`src/design/hgsd_pkg.sv`:
```
// Shared types and constants for the Hershey glyph stroke decoder.
// No dependencies; every other design file refers to this package by scope.
package hgsd_pkg;

  localparam int CHAR_BIAS    = 82;   // 'R': character code of offset zero
  localparam int LIFT_CHAR_X  = 32;   // ' ': x character code of the pen-lift pair
  localparam int QUEUE_DEPTH  = 4;

  localparam int CHAR_W   = 7;
  localparam int ORIGIN_W = 9;
  localparam int OFF_W    = 8;
  localparam int POS_W    = 11;
  localparam int WIDTH_W  = 8;
  localparam int CFG_IDX_W  = 1;
  localparam int CFG_DATA_W = 9;

  typedef enum logic [CFG_IDX_W-1:0] {
    REG_ORIGIN_X = 1'b0,
    REG_ORIGIN_Y = 1'b1
  } cfg_reg_t;

  typedef enum logic [1:0] {
    CMD_MOVE = 2'd0,
    CMD_DRAW = 2'd1,
    CMD_DONE = 2'd2
  } cmd_t;

  // One classified item, as handed from the front to the back.
  typedef struct packed {
    logic                    has_stroke;
    cmd_t                    stroke_cmd;
    logic signed [POS_W-1:0] pos_x;
    logic signed [POS_W-1:0] pos_y;
    logic                    has_done;
    logic [WIDTH_W-1:0]      width;
  } entry_t;

endpackage

```
`src/design/hgsd_if.sv`:
```
// Valid/ready channel interfaces for the stroke decoder's input and results.
// Depends on hgsd_pkg for field widths and the command type.
interface hgsd_in_if;
  logic                          valid;
  logic                          ready;
  logic [hgsd_pkg::CHAR_W-1:0]   char_x;
  logic [hgsd_pkg::CHAR_W-1:0]   char_y;
  logic                          is_bounds;
  logic                          is_final;

  modport source (output valid, char_x, char_y, is_bounds, is_final, input ready);
  modport sink   (input valid, char_x, char_y, is_bounds, is_final, output ready);
endinterface

interface hgsd_out_if;
  logic                                 valid;
  logic                                 ready;
  hgsd_pkg::cmd_t                       command;
  logic signed [hgsd_pkg::POS_W-1:0]    pos_x;
  logic signed [hgsd_pkg::POS_W-1:0]    pos_y;
  logic [hgsd_pkg::WIDTH_W-1:0]         glyph_width;
  logic                                 run_end;

  modport source (output valid, command, pos_x, pos_y, glyph_width, run_end, input ready);
  modport sink   (input valid, command, pos_x, pos_y, glyph_width, run_end, output ready);
endinterface

```
`src/design/hgsd_front.sv`:
```
// Front end: accepts stroke pairs, tracks pen and bounding box, and classifies
// each pair into a queue entry. Depends on hgsd_pkg and hgsd_if.
module hgsd_front (
  input  logic                clk,
  input  logic                rst_n,
  hgsd_in_if.sink             in_chan,
  input  logic                cfg_we,
  input  logic [hgsd_pkg::CFG_IDX_W-1:0]  cfg_index,
  input  logic [hgsd_pkg::CFG_DATA_W-1:0] cfg_wdata,
  input  logic                q_full,
  output logic                q_push,
  output hgsd_pkg::entry_t    q_entry
);

  logic [hgsd_pkg::ORIGIN_W-1:0] origin_x_r, origin_y_r;
  logic                          pen_lifted_r, pen_lifted_nxt;
  logic signed [hgsd_pkg::OFF_W-1:0] xmin_r, xmax_r, ymin_r, ymax_r;
  logic signed [hgsd_pkg::OFF_W-1:0] xmin_nxt, xmax_nxt, ymin_nxt, ymax_nxt;
  logic signed [hgsd_pkg::OFF_W-1:0] x_off, y_off;
  logic                          accept, is_lift, has_stroke;

  assign in_chan.ready = !q_full;
  assign accept        = in_chan.valid && in_chan.ready;

  assign x_off = {1'b0, in_chan.char_x} - hgsd_pkg::OFF_W'(hgsd_pkg::CHAR_BIAS);
  assign y_off = {1'b0, in_chan.char_y} - hgsd_pkg::OFF_W'(hgsd_pkg::CHAR_BIAS);

  assign is_lift = (in_chan.char_x == hgsd_pkg::CHAR_W'(hgsd_pkg::LIFT_CHAR_X)) &&
                   (in_chan.char_y == hgsd_pkg::CHAR_W'(hgsd_pkg::CHAR_BIAS));
  assign has_stroke = !in_chan.is_bounds && !is_lift;

  always_comb begin
    pen_lifted_nxt = pen_lifted_r;
    xmin_nxt = xmin_r;
    xmax_nxt = xmax_r;
    ymin_nxt = ymin_r;
    ymax_nxt = ymax_r;
    if (in_chan.is_bounds) begin
      pen_lifted_nxt = 1'b1;
      xmin_nxt = '0;
      xmax_nxt = '0;
      ymin_nxt = '0;
      ymax_nxt = '0;
    end else if (is_lift) begin
      pen_lifted_nxt = 1'b1;
    end else begin
      pen_lifted_nxt = 1'b0;
      if (x_off < xmin_r) xmin_nxt = x_off;
      if (x_off > xmax_r) xmax_nxt = x_off;
      if (y_off < ymin_r) ymin_nxt = y_off;
      if (y_off > ymax_r) ymax_nxt = y_off;
    end
  end

  always_comb begin
    q_entry.has_stroke = has_stroke;
    q_entry.stroke_cmd = pen_lifted_r ? hgsd_pkg::CMD_MOVE : hgsd_pkg::CMD_DRAW;
    q_entry.pos_x = $signed({2'b00, origin_x_r}) +
                    {{(hgsd_pkg::POS_W-hgsd_pkg::OFF_W){x_off[hgsd_pkg::OFF_W-1]}}, x_off};
    q_entry.pos_y = $signed({2'b00, origin_y_r}) +
                    {{(hgsd_pkg::POS_W-hgsd_pkg::OFF_W){y_off[hgsd_pkg::OFF_W-1]}}, y_off};
    q_entry.has_done = in_chan.is_final;
    q_entry.width    = hgsd_pkg::WIDTH_W'(xmax_nxt - xmin_nxt);
  end

  // Drop pairs that cause no result.
  assign q_push = accept && (has_stroke || in_chan.is_final);

  always_ff @(posedge clk) begin
    if (!rst_n) begin
      origin_x_r   <= '0;
      origin_y_r   <= '0;
      pen_lifted_r <= 1'b1;
      xmin_r <= '0;
      xmax_r <= '0;
      ymin_r <= '0;
      ymax_r <= '0;
    end else begin
      if (cfg_we) begin
        case (hgsd_pkg::cfg_reg_t'(cfg_index))
          hgsd_pkg::REG_ORIGIN_X: origin_x_r <= cfg_wdata;
          hgsd_pkg::REG_ORIGIN_Y: origin_y_r <= cfg_wdata;
          default: ;
        endcase
      end
      if (accept) begin
        pen_lifted_r <= pen_lifted_nxt;
        xmin_r <= xmin_nxt;
        xmax_r <= xmax_nxt;
        ymin_r <= ymin_nxt;
        ymax_r <= ymax_nxt;
      end
    end
  end

  bounds_clear_a: assert property (@(posedge clk) disable iff (!rst_n)
    accept && in_chan.is_bounds |=> pen_lifted_r && xmin_r == 0 && xmax_r == 0)
    else $error("bound pair did not reset pen and box");

  box_order_a: assert property (@(posedge clk) disable iff (!rst_n)
    xmin_r <= xmax_r && ymin_r <= ymax_r)
    else $error("bounding box inverted");

endmodule

```
`src/design/hgsd_queue.sv`:
```
// Short FIFO of classified entries between front and back.
// Depends on hgsd_pkg for the entry type.
module hgsd_queue #(
  parameter int DEPTH = hgsd_pkg::QUEUE_DEPTH
) (
  input  logic             clk,
  input  logic             rst_n,
  input  logic             push,
  input  hgsd_pkg::entry_t push_entry,
  input  logic             pop,
  output hgsd_pkg::entry_t head,
  output logic             empty,
  output logic             full
);

  localparam int PTR_W = (DEPTH > 1) ? $clog2(DEPTH) : 1;
  localparam int CNT_W = $clog2(DEPTH + 1);

  hgsd_pkg::entry_t   mem_r [DEPTH];
  logic [PTR_W-1:0]   wr_ptr_r, rd_ptr_r;
  logic [CNT_W-1:0]   count_r;

  assign empty = (count_r == '0);
  assign full  = (count_r == CNT_W'(DEPTH));
  assign head  = mem_r[rd_ptr_r];

  function automatic logic [PTR_W-1:0] ptr_inc(input logic [PTR_W-1:0] p);
    ptr_inc = (p == PTR_W'(DEPTH - 1)) ? '0 : p + 1'b1;
  endfunction

  always_ff @(posedge clk) begin
    if (push) mem_r[wr_ptr_r] <= push_entry;
  end

  always_ff @(posedge clk) begin
    if (!rst_n) begin
      wr_ptr_r <= '0;
      rd_ptr_r <= '0;
      count_r  <= '0;
    end else begin
      if (push) wr_ptr_r <= ptr_inc(wr_ptr_r);
      if (pop)  rd_ptr_r <= ptr_inc(rd_ptr_r);
      case ({push, pop})
        2'b10:   count_r <= count_r + 1'b1;
        2'b01:   count_r <= count_r - 1'b1;
        default: ;
      endcase
    end
  end

  no_overflow_a: assert property (@(posedge clk) disable iff (!rst_n) !(push && full))
    else $error("push into full queue");

  no_underflow_a: assert property (@(posedge clk) disable iff (!rst_n) !(pop && empty))
    else $error("pop from empty queue");

  count_track_a: assert property (@(posedge clk) disable iff (!rst_n)
    push && !pop |=> count_r == $past(count_r) + 1'b1)
    else $error("queue count lost a push");

endmodule

```
`src/design/hgsd_back.sv`:
```
// Back end: expands each queue entry into one or two results and holds them
// in an output register. Depends on hgsd_pkg and hgsd_if.
module hgsd_back (
  input  logic             clk,
  input  logic             rst_n,
  input  hgsd_pkg::entry_t head,
  input  logic             q_empty,
  output logic             q_pop,
  hgsd_out_if.source       out_chan
);

  logic                              out_valid_r, out_valid_nxt;
  hgsd_pkg::cmd_t                    cmd_r, cmd_nxt;
  logic signed [hgsd_pkg::POS_W-1:0] pos_x_r, pos_x_nxt, pos_y_r, pos_y_nxt;
  logic [hgsd_pkg::WIDTH_W-1:0]      width_r, width_nxt;
  logic                              run_end_r, run_end_nxt;
  logic                              stroke_sent_r, stroke_sent_nxt;
  logic                              load_ok;

  assign load_ok = !out_valid_r || out_chan.ready;

  always_comb begin
    out_valid_nxt   = out_valid_r && !out_chan.ready;
    cmd_nxt         = cmd_r;
    pos_x_nxt       = pos_x_r;
    pos_y_nxt       = pos_y_r;
    width_nxt       = width_r;
    run_end_nxt     = run_end_r;
    stroke_sent_nxt = stroke_sent_r;
    q_pop           = 1'b0;
    if (load_ok && !q_empty) begin
      out_valid_nxt = 1'b1;
      if (head.has_stroke && !stroke_sent_r) begin
        cmd_nxt     = head.stroke_cmd;
        pos_x_nxt   = head.pos_x;
        pos_y_nxt   = head.pos_y;
        width_nxt   = '0;
        run_end_nxt = !head.has_done;
        // Hold the entry when its done result still follows.
        stroke_sent_nxt = head.has_done;
        q_pop           = !head.has_done;
      end else begin
        cmd_nxt         = hgsd_pkg::CMD_DONE;
        pos_x_nxt       = '0;
        pos_y_nxt       = '0;
        width_nxt       = head.width;
        run_end_nxt     = 1'b1;
        stroke_sent_nxt = 1'b0;
        q_pop           = 1'b1;
      end
    end
  end

  always_ff @(posedge clk) begin
    if (!rst_n) begin
      out_valid_r   <= 1'b0;
      stroke_sent_r <= 1'b0;
    end else begin
      out_valid_r   <= out_valid_nxt;
      stroke_sent_r <= stroke_sent_nxt;
    end
  end

  always_ff @(posedge clk) begin
    cmd_r     <= cmd_nxt;
    pos_x_r   <= pos_x_nxt;
    pos_y_r   <= pos_y_nxt;
    width_r   <= width_nxt;
    run_end_r <= run_end_nxt;
  end

  assign out_chan.valid       = out_valid_r;
  assign out_chan.command     = cmd_r;
  assign out_chan.pos_x       = pos_x_r;
  assign out_chan.pos_y       = pos_y_r;
  assign out_chan.glyph_width = width_r;
  assign out_chan.run_end     = run_end_r;

  half_sent_a: assert property (@(posedge clk) disable iff (!rst_n)
    stroke_sent_r |-> !q_empty && head.has_stroke && head.has_done)
    else $error("split entry lost from queue head");

  done_ends_run_a: assert property (@(posedge clk) disable iff (!rst_n)
    out_valid_r && !run_end_r |-> cmd_r != hgsd_pkg::CMD_DONE)
    else $error("done result not marked as run end");

  half_sent_done_next_a: assert property (@(posedge clk) disable iff (!rst_n)
    stroke_sent_r && out_valid_r |-> !run_end_r)
    else $error("stroke before pending done marked as run end");

endmodule

```
`src/design/hershey_glyph_stroke_decoder_core.sv`:
```
// Top level of the Hershey glyph stroke decoder.
// Depends on hgsd_pkg, hgsd_if, hgsd_front, hgsd_queue and hgsd_back.
//
// Usage:
//   in_chan  takes one stroke character pair per transfer (valid/ready),
//            with flags for the glyph's leading bound pair and its last pair.
//   out_chan gives move/draw results at origin plus offset and a done result
//            with the glyph width; run_end marks the last result of a pair.
//   cfg_we/cfg_index/cfg_wdata write origin_x (index 0) and origin_y
//            (index 1); write only while no pair is in flight.
// Order: a pair's entry is written into the queue and then loaded into the output
//   register, which offers the first result; the done result of a pair that also
//   draws follows from the same entry once the stroke result has been taken.
// Throughput: one pair per cycle while the queue is not full; a pair giving
//   both a stroke and a done result holds the output register for both. The
//   entry queue (QUEUE_DEPTH deep) absorbs short runs of such pairs; a
//   sustained run of them fills the queue, and in_chan.ready then drops.
// Reset: pen up, bounding box and origins cleared, queue and output empty.
// Stall: when out_chan.ready is low the output register holds its result;
//   the queue fills and in_chan.ready drops once it is full.
module hershey_glyph_stroke_decoder_core #(
  parameter int QUEUE_DEPTH = hgsd_pkg::QUEUE_DEPTH
) (
  input  logic                            clk,
  input  logic                            rst_n,
  hgsd_in_if.sink                         in_chan,
  hgsd_out_if.source                      out_chan,
  input  logic                            cfg_we,
  input  logic [hgsd_pkg::CFG_IDX_W-1:0]  cfg_index,
  input  logic [hgsd_pkg::CFG_DATA_W-1:0] cfg_wdata
);

  hgsd_pkg::entry_t push_entry, head;
  logic             q_push, q_pop, q_empty, q_full;

  hgsd_front u_front (
    .clk       (clk),
    .rst_n     (rst_n),
    .in_chan   (in_chan),
    .cfg_we    (cfg_we),
    .cfg_index (cfg_index),
    .cfg_wdata (cfg_wdata),
    .q_full    (q_full),
    .q_push    (q_push),
    .q_entry   (push_entry)
  );

  hgsd_queue #(
    .DEPTH (QUEUE_DEPTH)
  ) u_queue (
    .clk        (clk),
    .rst_n      (rst_n),
    .push       (q_push),
    .push_entry (push_entry),
    .pop        (q_pop),
    .head       (head),
    .empty      (q_empty),
    .full       (q_full)
  );

  hgsd_back u_back (
    .clk      (clk),
    .rst_n    (rst_n),
    .head     (head),
    .q_empty  (q_empty),
    .q_pop    (q_pop),
    .out_chan (out_chan)
  );

endmodule
```
`src/flat_wrapper.sv`:
```
// flat-port wrapper written by rule: the top's interface ports become plain ports
module hershey_glyph_stroke_decoder_core_flat 
#(
  parameter int QUEUE_DEPTH = hgsd_pkg::QUEUE_DEPTH
)
  (clk, rst_n, cfg_we, cfg_index, cfg_wdata, in_chan_valid, in_chan_char_x, in_chan_char_y, in_chan_is_bounds, in_chan_is_final, in_chan_ready, out_chan_valid, out_chan_command, out_chan_pos_x, out_chan_pos_y, out_chan_glyph_width, out_chan_run_end, out_chan_ready);
  hgsd_in_if in_chan_i ();
  hgsd_out_if out_chan_i ();
  input  logic clk;
  input  logic rst_n;
  input  logic cfg_we;
  input  logic [hgsd_pkg::CFG_IDX_W-1:0] cfg_index;
  input  logic [hgsd_pkg::CFG_DATA_W-1:0] cfg_wdata;
  input wire logic [$bits(in_chan_i.valid)-1:0] in_chan_valid;
  input wire logic [$bits(in_chan_i.char_x)-1:0] in_chan_char_x;
  input wire logic [$bits(in_chan_i.char_y)-1:0] in_chan_char_y;
  input wire logic [$bits(in_chan_i.is_bounds)-1:0] in_chan_is_bounds;
  input wire logic [$bits(in_chan_i.is_final)-1:0] in_chan_is_final;
  output wire logic [$bits(in_chan_i.ready)-1:0] in_chan_ready;
  output wire logic [$bits(out_chan_i.valid)-1:0] out_chan_valid;
  output wire logic [$bits(out_chan_i.command)-1:0] out_chan_command;
  output wire logic [$bits(out_chan_i.pos_x)-1:0] out_chan_pos_x;
  output wire logic [$bits(out_chan_i.pos_y)-1:0] out_chan_pos_y;
  output wire logic [$bits(out_chan_i.glyph_width)-1:0] out_chan_glyph_width;
  output wire logic [$bits(out_chan_i.run_end)-1:0] out_chan_run_end;
  input wire logic [$bits(out_chan_i.ready)-1:0] out_chan_ready;
  assign in_chan_i.valid = in_chan_valid;
  assign in_chan_i.char_x = in_chan_char_x;
  assign in_chan_i.char_y = in_chan_char_y;
  assign in_chan_i.is_bounds = in_chan_is_bounds;
  assign in_chan_i.is_final = in_chan_is_final;
  assign in_chan_ready = in_chan_i.ready;
  assign out_chan_valid = out_chan_i.valid;
  assign out_chan_command = out_chan_i.command;
  assign out_chan_pos_x = out_chan_i.pos_x;
  assign out_chan_pos_y = out_chan_i.pos_y;
  assign out_chan_glyph_width = out_chan_i.glyph_width;
  assign out_chan_run_end = out_chan_i.run_end;
  assign out_chan_i.ready = out_chan_ready;
  hershey_glyph_stroke_decoder_core #(.QUEUE_DEPTH(QUEUE_DEPTH)) u_core (.clk(clk), .rst_n(rst_n), .in_chan(in_chan_i), .out_chan(out_chan_i), .cfg_we(cfg_we), .cfg_index(cfg_index), .cfg_wdata(cfg_wdata));
endmodule
```
`config.mk`:
```
export PLATFORM = sky130hd
export DESIGN_NAME = hershey_glyph_stroke_decoder_core_flat
export DESIGN_NICKNAME = d
export VERILOG_FILES = /design/src/design/hgsd_pkg.sv /design/src/design/hgsd_if.sv /design/src/design/hgsd_front.sv /design/src/design/hgsd_queue.sv /design/src/design/hgsd_back.sv /design/src/design/hershey_glyph_stroke_decoder_core.sv /design/src/flat_wrapper.sv
export SDC_FILE = /design/constraint.sdc
export NUM_CORES = 1
export LEC_CHECK = 0
export BUFFER_PORTS_ARGS = -buffer_cell sky130_fd_sc_hd__buf_4
export CORE_AREA = 2 2 150 152
export CTS_CLUSTER_DIAMETER = 60
export DETAILED_ROUTE_END_ITERATION = 10
export DIE_AREA = 0 0 152 154
export PLACE_DENSITY = 0.72
export SLEW_MARGIN = 20
export SYNTH_ARGS = -nofsm -noshare
export SYNTH_HDL_FRONTEND = slang
export SYNTH_SLANG_ARGS = --single-unit
```
`constraint.sdc`:
```
create_clock -name clk -period 11.6 [get_ports clk]
set_input_delay 1.16 -clock clk [delete_from_list [all_inputs] [get_ports clk]]
set_output_delay 1.16 -clock clk [all_outputs]
set_load 0.01 [all_outputs]
```
# Word level (Yosys, flattened, before mapping)
# Memory sizes are Yosys's and may differ from the RTL's. A register that Yosys moved wholly into a read port is not among the register bits.
# Cells that the tools add are included.
dict set report word_totals {
  input_bits 31
  wordCells 76
  latch_bits 0
  mem_count 1
  output_inout_bits 35
  mem_bits_ro 0
  ff_bits 77
  mem_bits_rw 132
}
# memory depth width rd rd_clocked_by_memory_dff write_ports line_no
set memory_table {}
lappend memory_table {u_core.u_queue.mem_r 4 33 1 1 1 hgsd_queue.sv:19} ;# hgsd_pkg::entry_t mem_r [DEPTH];
dict set report op_classes {
  magnitude_cmp 2
  n_shift 0
  n_eq_ne 7
  bitwise_logic 1
  muxes 20
  n_reduce_logical 21
  add_sub_neg 9
  n_div 0
  n_mul 0
}
# operator count
set ops {}
lappend ops {{$mux W8} 6}
lappend ops {{$add A10 B8 Y11} 2}
lappend ops {{$sub A7 B7 Y8 const B} 2}
lappend ops {{$mux W1} 9}
lappend ops {{$gt A8 B8 Y1} 1}
lappend ops {{$logic_not A1 Y1} 8}
lappend ops {{$lt A8 B8 Y1} 1}
lappend ops {{$mux W2} 4}
lappend ops {{$sub A8 B8 Y8} 1}
lappend ops {{$eq A7 B6 Y1 const B} 1}
lappend ops {{$eq A7 B7 Y1 const B} 1}
lappend ops {{$logic_and A1 B1 Y1} 7}
lappend ops {{$eq A2 B2 Y1 const B} 3}
lappend ops {{$pmux W3 S2} 1}
lappend ops {{$add A2 B1 Y2 const B} 2}
lappend ops {{$reduce_and A2 Y1} 2}
lappend ops {{$add A3 B1 Y3 const B} 1}
lappend ops {{$eq A3 B3 Y1 const B} 1}
lappend ops {{$logic_not A3 Y1} 1}
lappend ops {{$sub A3 B1 Y3 const B} 1}
lappend ops {{$eq A2 B1 Y1 const B} 1}
lappend ops {{$logic_or A1 B1 Y1} 2}
lappend ops {{$reduce_bool A2 Y1} 1}
lappend ops {{$not A1 Y1} 1}

# Depth between registers and ports, before layout
dict set report depth {
  ltp_word 8
  mapped_depth 20
  depth_no_buf 20
}

# Cells and area by module
# Synthesis repeated with hierarchy kept, for this count alone.
dict set report hier_totals {
  hier_cells 716
  area_unflattened_um2 10000.8
}
# mod cells_per_inst instances seq_area_each_um2 area_each_um2
set by_module_without_submodules {}
lappend by_module_without_submodules {hgsd_queue 225 1 4264.1 5418.9}
lappend by_module_without_submodules {hgsd_front 412 1 700.7 3256.9}
lappend by_module_without_submodules {hgsd_back 79 1 1031.0 1325.0}

# Least setup slack after synthesis
# No wires, ideal clock.
dict set report synth_timing {
  path_type {input to register}
  startpoint {in in_chan_char_x[1]}
  endpoint {mem u_core.u_queue.mem_r[0][7] in the netlist's numbering, data pin}
  cell_stages 19
  path_buffers 1
  t_arrival_ns 4.831
  required_time_ns 11.327
  setup_ns 0.273
  path_slack_ns 6.496
  path_cell_list {inv_1 -> ha_1 -> a21boi_1 -> o21ai_1 -> ha_1 -> o21ai_0 -> o211ai_1 -> o22ai_4 -> and2_4 -> buf_6 -> nor2_1 -> a211o_1 -> ha_1 -> a21o_1 -> a21oi_1 -> a2bb2oi_1 -> a21oi_1 -> xor2_1 -> xnor2_1}
}
# element line_no
set synth_lines {}
lappend synth_lines {{start: declaration} flat_wrapper.sv:15} ;# input wire logic [$bits(in_chan_i.char_x)-1:0] in_chan_char_x;
lappend synth_lines {{end: declaration} hgsd_queue.sv:19}

==> qor.yml <==
clock_network:
  cts.repair.resized: 0
  clkLatencyLatePin_ns: 0.51
  cts.htree.levels: 1
  clkSinkCount: 211
  clk_pin_slew_worst_paths_ns: 0.06
  clockBufferDepth: 3
  cts_buffers: 24
  cts_tree: "built"
  post_cts_buffers: 0
  cts-root-buf: "clkbuf_16"
  postCtsHoldBufs: 0
power_and_ir_drop:
  comb_power_share_pct: 27.7
  irDropWorstVdd_mv: 0.0961
  leakage_nw: 4.11
  power-per-cell-area_nw_per_um2: 219
  p_int_w: 0.00177
  clockPowerShare_pct: 29.7
  finalPower_w: 0.00247
  p_switching_w: 0.000705
  p_seq_share_pct: 42.6
  switching_share_pct: 28.5
setup_path:
  crit_top_cell: "ha_1"
  cp.arrival_ns: 5.81
  critPathSlowestCell: "o21ai_1"
  cpLargestDelayFamily: "compound AO/OA/AOI/OAI gates"
  crit_chain: "buf_4 -> inv_1 -> ha_1 -> a21boi_1 -> o21ai_1 -> ha_1 -> o21ai_0 -> o211ai_1 -> o22ai_4 -> and2_4 -> nor2_1 -> a211o_1 -> ha_1 -> a21o_1 -> a21oi_1 -> a2bb2oi_1 -> a21oi_1 -> xor2_1 -> xnor2_1"
  worstPathMaxFanout: 13
  critPathBufInv: 2
  crit_type: "in -> reg"
  cp.required_ns: 11.91
  reg2reg_slack_ns: 7.77
  critPathMaxStageDelay_ns: 0.81
  cp-start-kind: "primary input"
  end_kind: "flop"
detailed_routing:
  via_count: 5632
  drt.antenna.violating_nets: 0
  vias_per_cell: 5.22
  drt_wl_total_um: 18600
  drcViolationCount: 0
  drtIter0Drc: 409
  first_pass_iters: 5
  wire_per_inst_um: 17.3
timing:
  worst_slew_pin_slew_ns: 1.03
  tns_ns: 0
  setup_viol: 0
  fmax_mhz: 182
  drv_slew: 0
  rsz0062_at_grt: "no"
  period_share_pct: 47.4
  worst_slack_ns: 6.10
  fin_hold_ws_ns: 0.462
  hold_viol: 0
  slew_headroom_pct: 30.6
  skew_ns: 0.0124
  fin_crit_ns: 5.50
floorplanning:
  initial_utilization_pct: 44.6
  die_x_um: 152
  ioPinCount: 66
  fp.coreArea_um2: 21700
  dieArea_um2: 23400
  rows: 54
  die_y_um: 154
hold_path:
  min_path_type: "reg -> reg"
synth:
  yosysSeqAreaShare_pct: 60.8
  yosys.area.top_type_share_pct: 51.2
  synth-edff-count: 165
  async_reset_ff_share_pct: 0
  yosysTopAreaCell: "edfxtp_1"
  syn_nets: 786
  synth_cell_types: 60
  synth.area.top_cells: "edfxtp_1 51%, dfxtp_1 9.5%, mux4_2 7.7%, ha_1 6.5%, a21oi_1 2.5%"
  syn_avg_cell_area_um2: 13.8
  synth_most_common_cell: "edfxtp_1"
  syn_area_um2: 9670
  netlist_instances: 701
  yosys_register_bits: 211
  ys_top_cells_by_count: "165 x edfxtp_1, 50 x ha_1, 48 x a21oi_1"
  yosysWarnings: 0
  synth_top_flop_cell: "edfxtp_1"
global_routing:
  gr-usage-all-layers_pct: 16.2
  grt_max_degree: 36
  antenna_found_initial: 0
  grt_pass1_vias: 5725
  overflow: 0
  grt_pass1_wl_um: 30200
cells_and_area:
  areaGrowthSynthToFinish_pct: 16.7
  final_core_util_pct: 52.0
  drive_gt1_share_pct: 19.7
  diodes: 0
  fin_nets: 865
status:
  status: "completed"
placement:
  place_hpwl_um: 12600
  portBuffers: 65
  gp_congestion: 0.891
  dpl_worst_slack_ns: 5.69
flow_run:
  max_cap_violations: 0
[flip-flops by register name (all words and copies together) (netlist names), 2 cells and up, named ones only]
register / cells
u_core.u_back.out_chan.pos_y: 11
u_core.u_front.origin_x_r: 9
u_core.u_front.xmin_r: 8
u_core.u_front.origin_y_r: 9
u_core.u_back.out_chan.glyph_width: 8
u_core.u_queue.rd_ptr_r: 2
u_core.u_queue.count_r: 3
u_core.u_queue.mem_r: 132
u_core.u_back.out_chan.command: 2
u_core.u_queue.wr_ptr_r: 2
u_core.u_back.out_chan.pos_x: 11
u_core.u_front.xmax_r: 8
[path summary, 6_finish.rpt]
path                                              startpoint                      endpoint  cells after the start
worst max-delay path                       in_chan_char_x[1]    u_core.u_queue.mem_r[1][7]                     19
worst min-delay path            u_core.u_front.origin_y_r[0]  u_core.u_front.origin_y_r[0]                      2
worst max register to register      u_core.u_front.xmax_r[5]    u_core.u_queue.mem_r[1][7]                     15
worst min register to register  u_core.u_front.origin_y_r[0]  u_core.u_front.origin_y_r[0]                      2
[layer usage]
layer	track usage, %	vias to the layer above	share of wire (%)
li1	-	2767	-
met1	21.0	2699	42
met2	28.1	137	49
met3	2.96	29	6.8
met4	4.58	0	1.9
met5	0	-	0
[per-stage QoR]
step           std cells  area (um^2)
2_1_floorplan        701         9670
3_3_place_gp        1034        10500
3_5_place_dp        1034        10500
4_1_cts             1078        11300
5_1_grt             1078        11300
6_report            1078        11300
[cells by family after synthesis]
family          count (synthesis)  share of synthesized area, %
xor+xnor                       33                          2.99
simple gates                  182                          9.90
fa+ha+maj                      54                          7.30
mux                            41                          8.51
buf+inv                        66                          2.69
compound gates                114                          7.87
flops                         211                          60.8
[final cells by class]
class	count	area, um^2
clock buffer	26	629
clock inverter	18	155
fill	1813	10400
inverter	45	169
multi-input combinational	424	3550
sequential	211	5880
tap	280	350
timing repair buffer	74	556
[cell usage in the layout (no fill, tap or decap), drive strengths merged, types with 8 or more instances in the layout]
master / count
edfxtp: 165
buf: 74
ha: 50
a21oi: 49
inv: 48
nand2: 47
dfxtp: 46
nor2b: 34
nor2: 34
mux4: 33
clkbuf: 26
xnor2: 22
o21ai: 16
nand3: 15
and2: 15
clkinv: 13
nor3: 11
xor2: 11
a21o: 8
mux2i: 8
a22o: 8
[power groups by stage]
stage | clock (W) | sequential (W) | combinational (W)
after floorplan | 0 | 0.00110 | 0.000437
after global placement | 0 | 0.00107 | 0.000687
after detailed placement | 0 | 0.00107 | 0.000698
after CTS | 0.000753 | 0.00106 | 0.000701
after global routing | 0.000785 | 0.00107 | 0.000761
final | 0.000736 | 0.00105 | 0.000684
[tightest hold or removal path, stage by stage, from the launching register on]
cell     delay [ns]
dfxtp_1        0.31
nand2_1        0.05
a21oi_1        0.05
Power figures use the tool's default switching activity.
